$ cat src/hdl/mec_pkg.sv
`timescale 1ns / 1ps
`default_nettype none
package mec_pkg;

  localparam int CoordW = 32;
  localparam int IterW  = 16;
  localparam int FracW  = 28;
  // internal value width; all intermediate values stay below 2^48
  localparam int IntW   = 52;
  // multiplier magnitude width and chunking of operand b
  localparam int MagW   = 48;
  localparam int ChunkW = 16;
  localparam int NChunk = MagW / ChunkW;
  localparam int ProdW  = 2 * MagW;
  localparam int UidxW  = 4;
  localparam logic signed [IntW-1:0] EscLim = IntW'(64'sd4 <<< FracW);
  localparam logic signed [IntW-1:0] CoordMax = IntW'((64'sd1 <<< (CoordW - 1)) - 1);
  localparam logic signed [IntW-1:0] CoordMin = -CoordMax - IntW'(1);

  localparam logic [0:0] RegMaxIter = 1'b0;
  localparam logic [0:0] RegDegree  = 1'b1;

  typedef logic signed [CoordW-1:0] coord_t;
  typedef logic signed [IntW-1:0]   ival_t;

  typedef enum logic [2:0] {
    SRC_X, SRC_Y, SRC_R2, SRC_I2, SRC_R4, SRC_I4, SRC_T
  } src_e;

  typedef enum logic [2:0] {
    DST_NONE, DST_R2, DST_I2, DST_R4, DST_I4, DST_T
  } dst_e;

  typedef enum logic [1:0] {
    ACC_NONE, ACC_RE, ACC_IM
  } acc_e;

  typedef enum logic [2:0] {
    ST_IDLE, ST_ISSUE, ST_WAIT, ST_STEP, ST_DONE
  } state_e;

  typedef struct packed {
    src_e              a;
    src_e              b;
    dst_e              dst;
    acc_e              acc;
    logic signed [4:0] coef;
    logic              last;
  } uop_t;

  function automatic uop_t mk(src_e a, src_e b, dst_e dst, acc_e acc,
                              logic signed [4:0] coef, logic last);
    uop_t u;
    u.a = a; u.b = b; u.dst = dst; u.acc = acc; u.coef = coef; u.last = last;
    return u;
  endfunction

  // microcode: one product per entry; deg code 0..3 stands for degree 2..5
  function automatic uop_t uop_get(logic [1:0] deg, logic [UidxW-1:0] idx);
    uop_t u;
    u = mk(SRC_X, SRC_X, DST_NONE, ACC_NONE, 5'sd0, 1'b1);
    case ({deg, idx})
      {2'd0, 4'd0}:  u = mk(SRC_X, SRC_X, DST_R2, ACC_RE, 5'sd1, 1'b0);
      {2'd0, 4'd1}:  u = mk(SRC_Y, SRC_Y, DST_I2, ACC_RE, -5'sd1, 1'b0);
      {2'd0, 4'd2}:  u = mk(SRC_X, SRC_Y, DST_NONE, ACC_IM, -5'sd2, 1'b1);

      {2'd1, 4'd0}:  u = mk(SRC_X, SRC_X, DST_R2, ACC_NONE, 5'sd0, 1'b0);
      {2'd1, 4'd1}:  u = mk(SRC_Y, SRC_Y, DST_I2, ACC_NONE, 5'sd0, 1'b0);
      {2'd1, 4'd2}:  u = mk(SRC_X, SRC_R2, DST_NONE, ACC_RE, 5'sd1, 1'b0);
      {2'd1, 4'd3}:  u = mk(SRC_X, SRC_I2, DST_NONE, ACC_RE, -5'sd3, 1'b0);
      {2'd1, 4'd4}:  u = mk(SRC_Y, SRC_R2, DST_NONE, ACC_IM, -5'sd3, 1'b0);
      {2'd1, 4'd5}:  u = mk(SRC_Y, SRC_I2, DST_NONE, ACC_IM, 5'sd1, 1'b1);

      {2'd2, 4'd0}:  u = mk(SRC_X, SRC_X, DST_R2, ACC_NONE, 5'sd0, 1'b0);
      {2'd2, 4'd1}:  u = mk(SRC_Y, SRC_Y, DST_I2, ACC_NONE, 5'sd0, 1'b0);
      {2'd2, 4'd2}:  u = mk(SRC_R2, SRC_X, DST_T, ACC_NONE, 5'sd0, 1'b0);
      {2'd2, 4'd3}:  u = mk(SRC_T, SRC_Y, DST_NONE, ACC_IM, -5'sd4, 1'b0);
      {2'd2, 4'd4}:  u = mk(SRC_X, SRC_I2, DST_T, ACC_NONE, 5'sd0, 1'b0);
      {2'd2, 4'd5}:  u = mk(SRC_T, SRC_Y, DST_NONE, ACC_IM, 5'sd4, 1'b0);
      {2'd2, 4'd6}:  u = mk(SRC_R2, SRC_R2, DST_NONE, ACC_RE, 5'sd1, 1'b0);
      {2'd2, 4'd7}:  u = mk(SRC_R2, SRC_I2, DST_NONE, ACC_RE, -5'sd6, 1'b0);
      {2'd2, 4'd8}:  u = mk(SRC_I2, SRC_I2, DST_NONE, ACC_RE, 5'sd1, 1'b1);

      {2'd3, 4'd0}:  u = mk(SRC_X, SRC_X, DST_R2, ACC_NONE, 5'sd0, 1'b0);
      {2'd3, 4'd1}:  u = mk(SRC_Y, SRC_Y, DST_I2, ACC_NONE, 5'sd0, 1'b0);
      {2'd3, 4'd2}:  u = mk(SRC_R2, SRC_R2, DST_R4, ACC_NONE, 5'sd0, 1'b0);
      {2'd3, 4'd3}:  u = mk(SRC_I2, SRC_I2, DST_I4, ACC_NONE, 5'sd0, 1'b0);
      {2'd3, 4'd4}:  u = mk(SRC_R4, SRC_X, DST_NONE, ACC_RE, 5'sd1, 1'b0);
      {2'd3, 4'd5}:  u = mk(SRC_X, SRC_R2, DST_T, ACC_NONE, 5'sd0, 1'b0);
      {2'd3, 4'd6}:  u = mk(SRC_T, SRC_I2, DST_NONE, ACC_RE, -5'sd10, 1'b0);
      {2'd3, 4'd7}:  u = mk(SRC_X, SRC_I4, DST_NONE, ACC_RE, 5'sd5, 1'b0);
      {2'd3, 4'd8}:  u = mk(SRC_R4, SRC_Y, DST_NONE, ACC_IM, -5'sd5, 1'b0);
      {2'd3, 4'd9}:  u = mk(SRC_R2, SRC_I2, DST_T, ACC_NONE, 5'sd0, 1'b0);
      {2'd3, 4'd10}: u = mk(SRC_T, SRC_Y, DST_NONE, ACC_IM, 5'sd10, 1'b0);
      {2'd3, 4'd11}: u = mk(SRC_I4, SRC_Y, DST_NONE, ACC_IM, -5'sd1, 1'b1);
      default:       u = mk(SRC_X, SRC_X, DST_NONE, ACC_NONE, 5'sd0, 1'b1);
    endcase
    return u;
  endfunction

endpackage
`default_nettype wire

$ cat src/hdl/mec_if.sv
`timescale 1ns / 1ps
`default_nettype none
interface mec_in_if;
  logic                    valid;
  logic                    ready;
  mec_pkg::coord_t         c_re;
  mec_pkg::coord_t         c_im;
  mec_pkg::coord_t         start_z_re;
  mec_pkg::coord_t         start_z_im;
  logic [mec_pkg::IterW-1:0] start_iter;

  modport source (output valid, c_re, c_im, start_z_re, start_z_im, start_iter,
                  input ready);
  modport sink (input valid, c_re, c_im, start_z_re, start_z_im, start_iter,
                output ready);
endinterface

interface mec_out_if;
  logic                    valid;
  logic                    ready;
  logic [mec_pkg::IterW:0] iterations;
  mec_pkg::coord_t         end_z_re;
  mec_pkg::coord_t         end_z_im;
  logic                    escaped;

  modport source (output valid, iterations, end_z_re, end_z_im, escaped,
                  input ready);
  modport sink (input valid, iterations, end_z_re, end_z_im, escaped,
                output ready);
endinterface
`default_nettype wire

$ cat src/hdl/mec_cfg.sv
`timescale 1ns / 1ps
`default_nettype none
module mec_cfg (
  input  wire logic                      clk_i,
  input  wire logic                      rst_ni,
  input  wire logic                      psel,
  input  wire logic                      penable,
  input  wire logic                      pwrite,
  input  wire logic [2:0]                paddr,
  input  wire logic [31:0]               pwdata,
  output logic [31:0]                    prdata,
  output logic                           pready,
  output logic [mec_pkg::IterW-1:0]      max_iter_o,
  output logic [1:0]                     deg_code_o
);
  import mec_pkg::*;

  logic [IterW-1:0] max_iter_q;
  logic [2:0]       degree_q;
  logic             wr_en;

  assign pready = 1'b1;
  assign wr_en  = psel & penable & pwrite;

  // register writes
  always_ff @(posedge clk_i or negedge rst_ni) begin
    if (!rst_ni) begin
      max_iter_q <= IterW'(256);
      degree_q   <= 3'd2;
    end else if (wr_en) begin
      case (paddr[2])
        RegMaxIter: max_iter_q <= pwdata[IterW-1:0];
        RegDegree:  degree_q   <= pwdata[2:0];
        default:    ;
      endcase
    end
  end

  // read back
  always_comb begin
    case (paddr[2])
      RegMaxIter: prdata = 32'(max_iter_q);
      RegDegree:  prdata = 32'(degree_q);
      default:    prdata = '0;
    endcase
  end

  // degree below 2 acts as 2, above 5 as 5
  always_comb begin
    if (degree_q < 3'd2)      deg_code_o = 2'd0;
    else if (degree_q > 3'd5) deg_code_o = 2'd3;
    else                      deg_code_o = 2'(degree_q - 3'd2);
  end

  assign max_iter_o = max_iter_q;
endmodule
`default_nettype wire

$ cat src/hdl/mec_mul.sv
`timescale 1ns / 1ps
`default_nettype none
module mec_mul (
  input  wire logic            clk_i,
  input  wire logic            rst_ni,
  input  wire logic            start_i,
  input  wire mec_pkg::ival_t  a_i,
  input  wire mec_pkg::ival_t  b_i,
  output logic                 done_o,
  output mec_pkg::ival_t       p_o
);
  import mec_pkg::*;

  logic [MagW-1:0]           ma_q, mb_q;
  logic [ProdW-1:0]          acc_q;
  logic                      neg_q;
  logic [1:0]                cnt_q;
  logic                      busy_q, done_q;
  logic [MagW+ChunkW-1:0]    pp;
  logic [ProdW-1:0]          pp_sh;
  ival_t                     mag;

  // one 48x16 partial product per cycle, low chunk of b first
  assign pp    = ma_q * mb_q[ChunkW-1:0];
  assign pp_sh = ProdW'(pp) << {cnt_q, 4'd0};

  always_ff @(posedge clk_i or negedge rst_ni) begin
    if (!rst_ni) begin
      busy_q <= 1'b0;
      done_q <= 1'b0;
      cnt_q  <= '0;
    end else if (start_i) begin
      busy_q <= 1'b1;
      done_q <= 1'b0;
      cnt_q  <= '0;
    end else if (busy_q) begin
      cnt_q <= cnt_q + 2'd1;
      if (cnt_q == 2'(NChunk - 1)) begin
        busy_q <= 1'b0;
        done_q <= 1'b1;
      end
    end else begin
      done_q <= 1'b0;
    end
  end

  always_ff @(posedge clk_i) begin
    if (start_i) begin
      ma_q  <= MagW'(a_i[IntW-1] ? -a_i : a_i);
      mb_q  <= MagW'(b_i[IntW-1] ? -b_i : b_i);
      neg_q <= a_i[IntW-1] ^ b_i[IntW-1];
      acc_q <= '0;
    end else if (busy_q) begin
      acc_q <= acc_q + pp_sh;
      mb_q  <= mb_q >> ChunkW;
    end
  end

  // magnitude truncated toward zero, then signed
  assign mag    = acc_q[FracW +: IntW];
  assign p_o    = neg_q ? -mag : mag;
  assign done_o = done_q;
endmodule
`default_nettype wire

$ cat src/hdl/multicorn_escape_iteration_core.sv
`timescale 1ns / 1ps
`default_nettype none
// Each step runs P products, P = 3, 6, 9, 12 for degree 2..5; one step per
// iteration run, plus two more steps after an escape.
// One pixel at a time: a new pixel is taken only while idle. The shared 48x16
// multiplier, with issue and handoff around each product, sets the cost. A
// pixel starting at or past the limit runs no step and goes straight to done.
// Reset (rst_ni low, async): idle, no result held, max_iterations 256, degree 2.
module multicorn_escape_iteration_core (
  input  wire logic     clk_i,
  input  wire logic     rst_ni,
  mec_in_if.sink        in_if,
  mec_out_if.source     out_if,
  input  wire logic     psel,
  input  wire logic     penable,
  input  wire logic     pwrite,
  input  wire logic [2:0]  paddr,
  input  wire logic [31:0] pwdata,
  output logic [31:0]   prdata,
  output logic          pready
);
  import mec_pkg::*;

  logic [IterW-1:0] max_iter;
  logic [1:0]       deg_code;

  state_e           state_q, state_d;
  coord_t           cr_q, cr_d, ci_q, ci_d, x_q, x_d, y_q, y_d;
  ival_t            r2_q, r2_d, i2_q, i2_d, r4_q, r4_d, i4_q, i4_d, t_q, t_d;
  ival_t            are_q, are_d, aim_q, aim_d;
  logic [IterW:0]   iter_q, iter_d;
  logic             esc_q, esc_d;
  logic [1:0]       extra_q, extra_d;
  logic [UidxW-1:0] uidx_q, uidx_d;
  logic [1:0]       deg_q, deg_d;

  logic             ov_q, ov_d;
  logic [IterW:0]   o_iter_q, o_iter_d;
  coord_t           o_re_q, o_re_d, o_im_q, o_im_d;
  logic             o_esc_q, o_esc_d;

  uop_t             uop;
  ival_t            op_a, op_b, prod;
  logic             mul_start, mul_done;
  logic signed [IntW+4:0] term;
  ival_t            mag2;
  coord_t           zr_new, zi_new;
  logic [IterW:0]   iter_inc;

  mec_cfg u_cfg (
    .clk_i, .rst_ni, .psel, .penable, .pwrite, .paddr, .pwdata, .prdata, .pready,
    .max_iter_o (max_iter),
    .deg_code_o (deg_code)
  );

  mec_mul u_mul (
    .clk_i, .rst_ni,
    .start_i (mul_start),
    .a_i     (op_a),
    .b_i     (op_b),
    .done_o  (mul_done),
    .p_o     (prod)
  );

  function automatic ival_t pick(src_e s, coord_t x, coord_t y, ival_t r2, ival_t i2,
                                 ival_t r4, ival_t i4, ival_t t);
    ival_t v;
    case (s)
      SRC_X:   v = IntW'(x);
      SRC_Y:   v = IntW'(y);
      SRC_R2:  v = r2;
      SRC_I2:  v = i2;
      SRC_R4:  v = r4;
      SRC_I4:  v = i4;
      SRC_T:   v = t;
      default: v = '0;
    endcase
    return v;
  endfunction

  function automatic coord_t sat(ival_t v);
    coord_t r;
    if (v > CoordMax)      r = CoordMax[CoordW-1:0];
    else if (v < CoordMin) r = CoordMin[CoordW-1:0];
    else                   r = v[CoordW-1:0];
    return r;
  endfunction

  // operand selection and per-product datapath
  assign uop      = uop_get(deg_q, uidx_q);
  assign op_a     = pick(uop.a, x_q, y_q, r2_q, i2_q, r4_q, i4_q, t_q);
  assign op_b     = pick(uop.b, x_q, y_q, r2_q, i2_q, r4_q, i4_q, t_q);
  assign term     = prod * uop.coef;
  assign mag2     = r2_q + i2_q;
  assign zr_new   = sat(are_q);
  assign zi_new   = sat(aim_q);
  assign iter_inc = iter_q + (IterW+1)'(1);

  assign in_if.ready       = (state_q == ST_IDLE);
  assign out_if.valid      = ov_q;
  assign out_if.iterations = o_iter_q;
  assign out_if.end_z_re   = o_re_q;
  assign out_if.end_z_im   = o_im_q;
  assign out_if.escaped    = o_esc_q;

  // sequencer
  always_comb begin
    state_d = state_q;
    cr_d = cr_q; ci_d = ci_q; x_d = x_q; y_d = y_q;
    r2_d = r2_q; i2_d = i2_q; r4_d = r4_q; i4_d = i4_q; t_d = t_q;
    are_d = are_q; aim_d = aim_q;
    iter_d = iter_q; esc_d = esc_q; extra_d = extra_q;
    uidx_d = uidx_q; deg_d = deg_q;
    ov_d = ov_q & ~out_if.ready;
    o_iter_d = o_iter_q; o_re_d = o_re_q; o_im_d = o_im_q; o_esc_d = o_esc_q;
    mul_start = 1'b0;

    case (state_q)
      ST_IDLE: begin
        if (in_if.valid) begin
          cr_d    = in_if.c_re;
          ci_d    = in_if.c_im;
          x_d     = in_if.start_z_re;
          y_d     = in_if.start_z_im;
          iter_d  = (IterW+1)'(in_if.start_iter);
          esc_d   = 1'b0;
          extra_d = '0;
          deg_d   = deg_code;
          are_d   = IntW'(in_if.c_re);
          aim_d   = IntW'(in_if.c_im);
          uidx_d  = '0;
          if (in_if.start_iter >= max_iter) state_d = ST_DONE;
          else                              state_d = ST_ISSUE;
        end
      end
      ST_ISSUE: begin
        mul_start = 1'b1;
        state_d   = ST_WAIT;
      end
      ST_WAIT: begin
        if (mul_done) begin
          case (uop.dst)
            DST_R2:  r2_d = prod;
            DST_I2:  i2_d = prod;
            DST_R4:  r4_d = prod;
            DST_I4:  i4_d = prod;
            DST_T:   t_d  = prod;
            default: ;
          endcase
          case (uop.acc)
            ACC_RE:  are_d = are_q + IntW'(term);
            ACC_IM:  aim_d = aim_q + IntW'(term);
            default: ;
          endcase
          if (uop.last) begin
            state_d = ST_STEP;
          end else begin
            uidx_d  = uidx_q + UidxW'(1);
            state_d = ST_ISSUE;
          end
        end
      end
      ST_STEP: begin
        // close one step: new z, escape test on the squares of the old z
        x_d     = zr_new;
        y_d     = zi_new;
        are_d   = IntW'(cr_q);
        aim_d   = IntW'(ci_q);
        uidx_d  = '0;
        state_d = ST_ISSUE;
        if (extra_q != 2'd0) begin
          extra_d = extra_q - 2'd1;
          if (extra_q == 2'd1) state_d = ST_DONE;
        end else if (mag2 > EscLim) begin
          esc_d   = 1'b1;
          iter_d  = iter_q + (IterW+1)'(2);
          extra_d = 2'd2;
        end else begin
          iter_d = iter_inc;
          if (iter_inc >= (IterW+1)'(max_iter)) state_d = ST_DONE;
        end
      end
      ST_DONE: begin
        if (!ov_q || out_if.ready) begin
          ov_d     = 1'b1;
          o_iter_d = iter_q;
          o_re_d   = x_q;
          o_im_d   = y_q;
          o_esc_d  = esc_q;
          state_d  = ST_IDLE;
        end
      end
      default: state_d = ST_IDLE;
    endcase
  end

  // control state
  always_ff @(posedge clk_i or negedge rst_ni) begin
    if (!rst_ni) begin
      state_q <= ST_IDLE;
      ov_q    <= 1'b0;
      extra_q <= '0;
      uidx_q  <= '0;
    end else begin
      state_q <= state_d;
      ov_q    <= ov_d;
      extra_q <= extra_d;
      uidx_q  <= uidx_d;
    end
  end

  // datapath
  always_ff @(posedge clk_i) begin
    cr_q <= cr_d; ci_q <= ci_d; x_q <= x_d; y_q <= y_d;
    r2_q <= r2_d; i2_q <= i2_d; r4_q <= r4_d; i4_q <= i4_d; t_q <= t_d;
    are_q <= are_d; aim_q <= aim_d;
    iter_q <= iter_d; esc_q <= esc_d; deg_q <= deg_d;
    o_iter_q <= o_iter_d; o_re_q <= o_re_d; o_im_q <= o_im_d; o_esc_q <= o_esc_d;
  end
endmodule
`default_nettype wire

$ cat src/flat_wrapper.sv
// flat-port wrapper written by rule: the top's interface ports become plain ports
module multicorn_escape_iteration_core_flat import mec_pkg::*;
  (clk_i, rst_ni, psel, penable, pwrite, paddr, pwdata, prdata, pready, in_if_valid, in_if_c_re, in_if_c_im, in_if_start_z_re, in_if_start_z_im, in_if_start_iter, in_if_ready, out_if_valid, out_if_iterations, out_if_end_z_re, out_if_end_z_im, out_if_escaped, out_if_ready);
  mec_in_if in_if_i ();
  mec_out_if out_if_i ();
  input  wire logic clk_i;
  input  wire logic rst_ni;
  input  wire logic psel;
  input  wire logic penable;
  input  wire logic pwrite;
  input  wire logic [2:0] paddr;
  input  wire logic [31:0] pwdata;
  output logic [31:0] prdata;
  output logic pready;
  input wire logic [$bits(in_if_i.valid)-1:0] in_if_valid;
  input wire logic [$bits(in_if_i.c_re)-1:0] in_if_c_re;
  input wire logic [$bits(in_if_i.c_im)-1:0] in_if_c_im;
  input wire logic [$bits(in_if_i.start_z_re)-1:0] in_if_start_z_re;
  input wire logic [$bits(in_if_i.start_z_im)-1:0] in_if_start_z_im;
  input wire logic [$bits(in_if_i.start_iter)-1:0] in_if_start_iter;
  output wire logic [$bits(in_if_i.ready)-1:0] in_if_ready;
  output wire logic [$bits(out_if_i.valid)-1:0] out_if_valid;
  output wire logic [$bits(out_if_i.iterations)-1:0] out_if_iterations;
  output wire logic [$bits(out_if_i.end_z_re)-1:0] out_if_end_z_re;
  output wire logic [$bits(out_if_i.end_z_im)-1:0] out_if_end_z_im;
  output wire logic [$bits(out_if_i.escaped)-1:0] out_if_escaped;
  input wire logic [$bits(out_if_i.ready)-1:0] out_if_ready;
  assign in_if_i.valid = in_if_valid;
  assign in_if_i.c_re = in_if_c_re;
  assign in_if_i.c_im = in_if_c_im;
  assign in_if_i.start_z_re = in_if_start_z_re;
  assign in_if_i.start_z_im = in_if_start_z_im;
  assign in_if_i.start_iter = in_if_start_iter;
  assign in_if_ready = in_if_i.ready;
  assign out_if_valid = out_if_i.valid;
  assign out_if_iterations = out_if_i.iterations;
  assign out_if_end_z_re = out_if_i.end_z_re;
  assign out_if_end_z_im = out_if_i.end_z_im;
  assign out_if_escaped = out_if_i.escaped;
  assign out_if_i.ready = out_if_ready;
  multicorn_escape_iteration_core u_core (.clk_i(clk_i), .rst_ni(rst_ni), .in_if(in_if_i), .out_if(out_if_i), .psel(psel), .penable(penable), .pwrite(pwrite), .paddr(paddr), .pwdata(pwdata), .prdata(prdata), .pready(pready));
endmodule
$ cat config.mk
export PLATFORM = sky130hd
export DESIGN_NAME = multicorn_escape_iteration_core_flat
export DESIGN_NICKNAME = d
export VERILOG_FILES = /design/src/hdl/mec_pkg.sv /design/src/hdl/mec_if.sv /design/src/hdl/mec_cfg.sv /design/src/hdl/mec_mul.sv /design/src/hdl/multicorn_escape_iteration_core.sv /design/src/flat_wrapper.sv
export SDC_FILE = /design/constraint.sdc
export NUM_CORES = 2
export LEC_CHECK = 0
export BUFFER_PORTS_ARGS = -buffer_cell sky130_fd_sc_hd__buf_4
export CAP_MARGIN = 25
export CORE_MARGIN = 3
export CORE_UTILIZATION = 28
export DETAILED_ROUTE_END_ITERATION = 10
export PLACE_DENSITY_LB_ADDON = 0.2
export SKIP_LAST_GASP = 1
export SYNTH_ARGS = -nofsm -noshare
export SYNTH_HDL_FRONTEND = slang
export SYNTH_SLANG_ARGS = --single-unit
$ cat constraint.sdc
create_clock -name clk_i -period 21.7 [get_ports clk_i]
set_input_delay 4.34 -clock clk_i [delete_from_list [all_inputs] [get_ports clk_i]]
set_output_delay 4.34 -clock clk_i [all_outputs]
set_load 0.03 [all_outputs]
==> impl_metrics.csv <==
group,metric,value,unit
outcome,outcome,"complete, no violations",
finish,drive_above_1_share,7.71,%
placement,dp.cells,13100,
floorplan,start_util,28.2,%
clocking,cts_hold_buf,0,
min_path,holdPathEnd,"u_core.out_if.escaped",
clocking,cts_num_sinks,795,
logic_synthesis,yosysTopAreaCellShare,24.5,%
logic_synthesis,netlist.top_cell.by_area,"edfxtp_1",
drt,vias,68800,
global_routing,grt_pass1_vias,68900,
setup_path,crit_fanout,16,
timing,final_hold_viol_count,0,
setup_path,rrSetupSlack,9.44,ns
clocking,clk_pin_slew,0.06,ns
flow_run,drv_cap,0,
min_path,min-delay-start,"u_core.esc_q",
logic_synthesis,netlist_area,0.0836,mm²
logic_synthesis,async_flop_share,4.15,%
timing,fin_worst_skew,0.0464,ns
logic_synthesis,netlist_top_cells_area,"edfxtp_1 24%, fa_1 19%, ha_1 7.8%",
setup_path,reg2reg_depth,38,
clocking,insertion_delay,0.75,ns
timing,finalSetupViolCount,0,
finish,nets,10700,
floorplan,die_w,553,µm
setup_path,crit_path_frequent_cell,"fa_1",
drt,ant_nets,0,
timing,rsz0062_at_grt,"no",
setup_path,worstSetupPathType,"flop to flop",
finish,final_core_util,31.4,%
placement,dpl.hpwl,241000,µm
setup_path,required,22.31,ns
drt,drt-initial-drc-count,5978,
global_routing,antenna_found_initial,17,
timing,fmax,81.6,MHz
placement,place_congestion,0.939,
floorplan,rows,200,
placement,postPlaceCellArea,0.0898,mm²
setup_path,crit_path_start_kind,"flop",
placement,portBuffers,267,
global_routing,grt_max_degree,90,
setup_path,cp.arrival,12.86,ns
drt,dr.pass1.iters,6,
floorplan,die_h,553,µm
clocking,clock_path_buffers,3,
logic_synthesis,ys_types,116,
clocking,post-cts-setup-buffers,0,
setup_path,end_kind,"flop",
clocking,cts-root-buf,"clkbuf_16",
setup_path,r2r-start,"u_core.u_mul.ma_q[6]",
logic_synthesis,synthFlopType,"edfxtp_1",
clocking,htreeDepth,3,
logic_synthesis,ys_seq_area_share,27.4,%
drt,vias_per_cell,5.18,
finish,fin_area,0.0932,mm²
min_path,min_delay_path_depth,0,
setup_path,slowest_delay,0.78,ns
timing,fin_crit,12.26,ns
setup_path,critical_path.top_delay_family,"compound AO/OA/AOI/OAI gates",
drt,drc_errors,0,
floorplan,core-area,0.297,mm²
timing,slew_viol_final,0,
global_routing,grt_usage,20.0,%
clocking,cts-buffers-inserted,98,
setup_path,critPathBufInv,4,
logic_synthesis,yosys_warnings,0,
clocking,cts-resized-gates,0,
timing,period_share,56.5,%
finish,area_growth,11.4,%
logic_synthesis,ys_ff_latch,795,
timing,tns,0,ns
logic_synthesis,avgSynthCellArea,9.08,µm²
finish,stdcell_count,13300,
drt,routedWlPerCell,23.5,µm
floorplan,dieArea,0.305,mm²
floorplan,io_pins,303,
global_routing,grt_pass1_wl,464000,µm
logic_synthesis,synth-edff-count,682,
min_path,hold_class,"flop to flop",
clocking,cts_tree,"done",
timing,slew_headroom,8.50,%
timing,tightest_slew,1.36,ns
logic_synthesis,synthCells,9206,
drt,wl,312000,µm
setup_path,r2r-end,"u_core.u_mul.acc_q[78]",
global_routing,gr-total-overflow,0,
setup_path,cpMaxStageDelayCell,"edfxtp_1",
==> metrics by stage <==
stage | hold WS (ns) | worst slack, ns
2_1_floorplan | 0.400 | 11.88
3_3_place_gp | 0.405 | 9.58
3_5_place_dp | 0.406 | 9.55
4_1_cts | 0.419 | 9.48
5_1_grt | 0.428 | 8.89
6_report | 0.425 | 9.44
==> cell usage in the layout (no fill, tap or decap), types with 291 or more instances in the layout <==
cell type     n
a21oi_1     633
buf_4       379
ha_1        523
nand2_1    1312
o21ai_0     436
inv_1      1068
edfxtp_1    682
nor2_1      605
fa_1        790
and2_1      291
==> state kept, by name (all words and copies together) (netlist names), 4 cells and up <==
signal                    flops
u_core.y_q                   32
u_core.cr_q                  32
u_core.aim_q                 52
u_core.u_mul.acc_q           80
u_core.x_q                   32
u_core.r4_q                  49
u_core.u_mul.mb_q            48
u_core.ci_q                  32
u_core.are_q                 52
u_core.out_if.end_z_re       32
u_core.r2_q                  52
u_core.t_q                   49
u_core.i4_q                  49
u_core.out_if.iterations     17
u_core.u_mul.ma_q            48
u_core.iter_q                17
u_core.out_if.end_z_im       32
u_core.uidx_q                 4
u_core.i2_q                  52
u_core.u_cfg.max_iter_o      16
==> routing by layer <==
layer | vias to the layer above | share of wire (%) | track usage [%]
met1 | 35000 | 46 | 28.7
met4 | 4 | 2.3 | 4.43
met5 | - | 0.013 | 0
met3 | 294 | 6.4 | 2.91
li1 | 31300 | - | -
met2 | 2238 | 45 | 31.6
==> worst max-delay path by stage <==
stage | slack, ns | endpoint | cells past startpoint | from
2_1_floorplan | 11.88 | u_core.u_mul.acc_q[78] | 40 | u_core.u_mul.mb_q[3]
3_3_place_gp | 9.58 | u_core.u_mul.acc_q[78] | 38 | u_core.u_mul.ma_q[6]
3_5_place_dp | 9.55 | u_core.u_mul.acc_q[72] | 38 | u_core.u_mul.ma_q[6]
4_1_cts | 9.48 | u_core.u_mul.acc_q[78] | 38 | u_core.u_mul.ma_q[6]
5_1_grt | 8.89 | u_core.u_mul.acc_q[78] | 38 | u_core.u_mul.ma_q[6]
6_report | 9.44 | u_core.u_mul.acc_q[78] | 38 | u_core.u_mul.ma_q[6]
==> cells in the mapped netlist, drive strengths merged (39+ instances only) <==
cell type,number
a211oi,71
a21o,246
a21oi,640
a22oi,57
a31oi,77
and2,292
and3,58
buf,104
clkbuf,363
dfxtp,80
edfxtp,682
fa,790
ha,523
inv,1074
mux2,52
mux2i,172
nand2,1315
nand2b,63
nand3,127
nand4,83
nor2,619
nor3,74
o21a,59
o21ai,452
o21bai,71
o31ai,39
xnor2,262
xor2,209
==> worst reg2reg max path, delay by kind of cell (launching register included) <==
kind	cells	cell delay, ns
xor gates and xnor gates	2	0.45
muxes	1	0.14
DFF	1	0.78
adders and majority gates	8	3.82
and+or+nand+nor	11	2.75
AOI/OAI and AO/OA	12	3.99
buffers and inverters	4	0.24
==> kinds of logic (layout without fill, tap and decap cells) <==
family | Yosys count | after routing | synth area share [%]
buffers and inverters | 1544 | 1645 | 7.14
AO/OA/AOI/OAI | 2037 | 2037 | 15.5
XOR/XNOR | 471 | 471 | 4.93
other | 2 | 26 | 0.00898
flip-flops | 795 | 795 | 27.4
AND/OR/NAND/NOR | 2810 | 2810 | 15.3
multiplexers | 233 | 233 | 3.00
adder cells (fa/ha/maj) | 1314 | 1314 | 26.7
==> final cells by class <==
| type | instances | area (µm²) |
|---|---|---|
| Clock buffer | 120 | 2580 |
| Antenna cell | 9 | 22.5 |
| Tap cell | 3939 | 4930 |
| Clock inverter | 62 | 717 |
| Fill cell | 30900 | 204000 |
| Timing Repair Buffer | 386 | 2920 |
| Inverter | 1077 | 4050 |
| Sequential cell | 795 | 22900 |
| Multi-Input combinational cell | 6882 | 55000 |
Power is not shown: default switching activity piles up to over one toggle a cycle in this logic, so the estimate is an artifact.
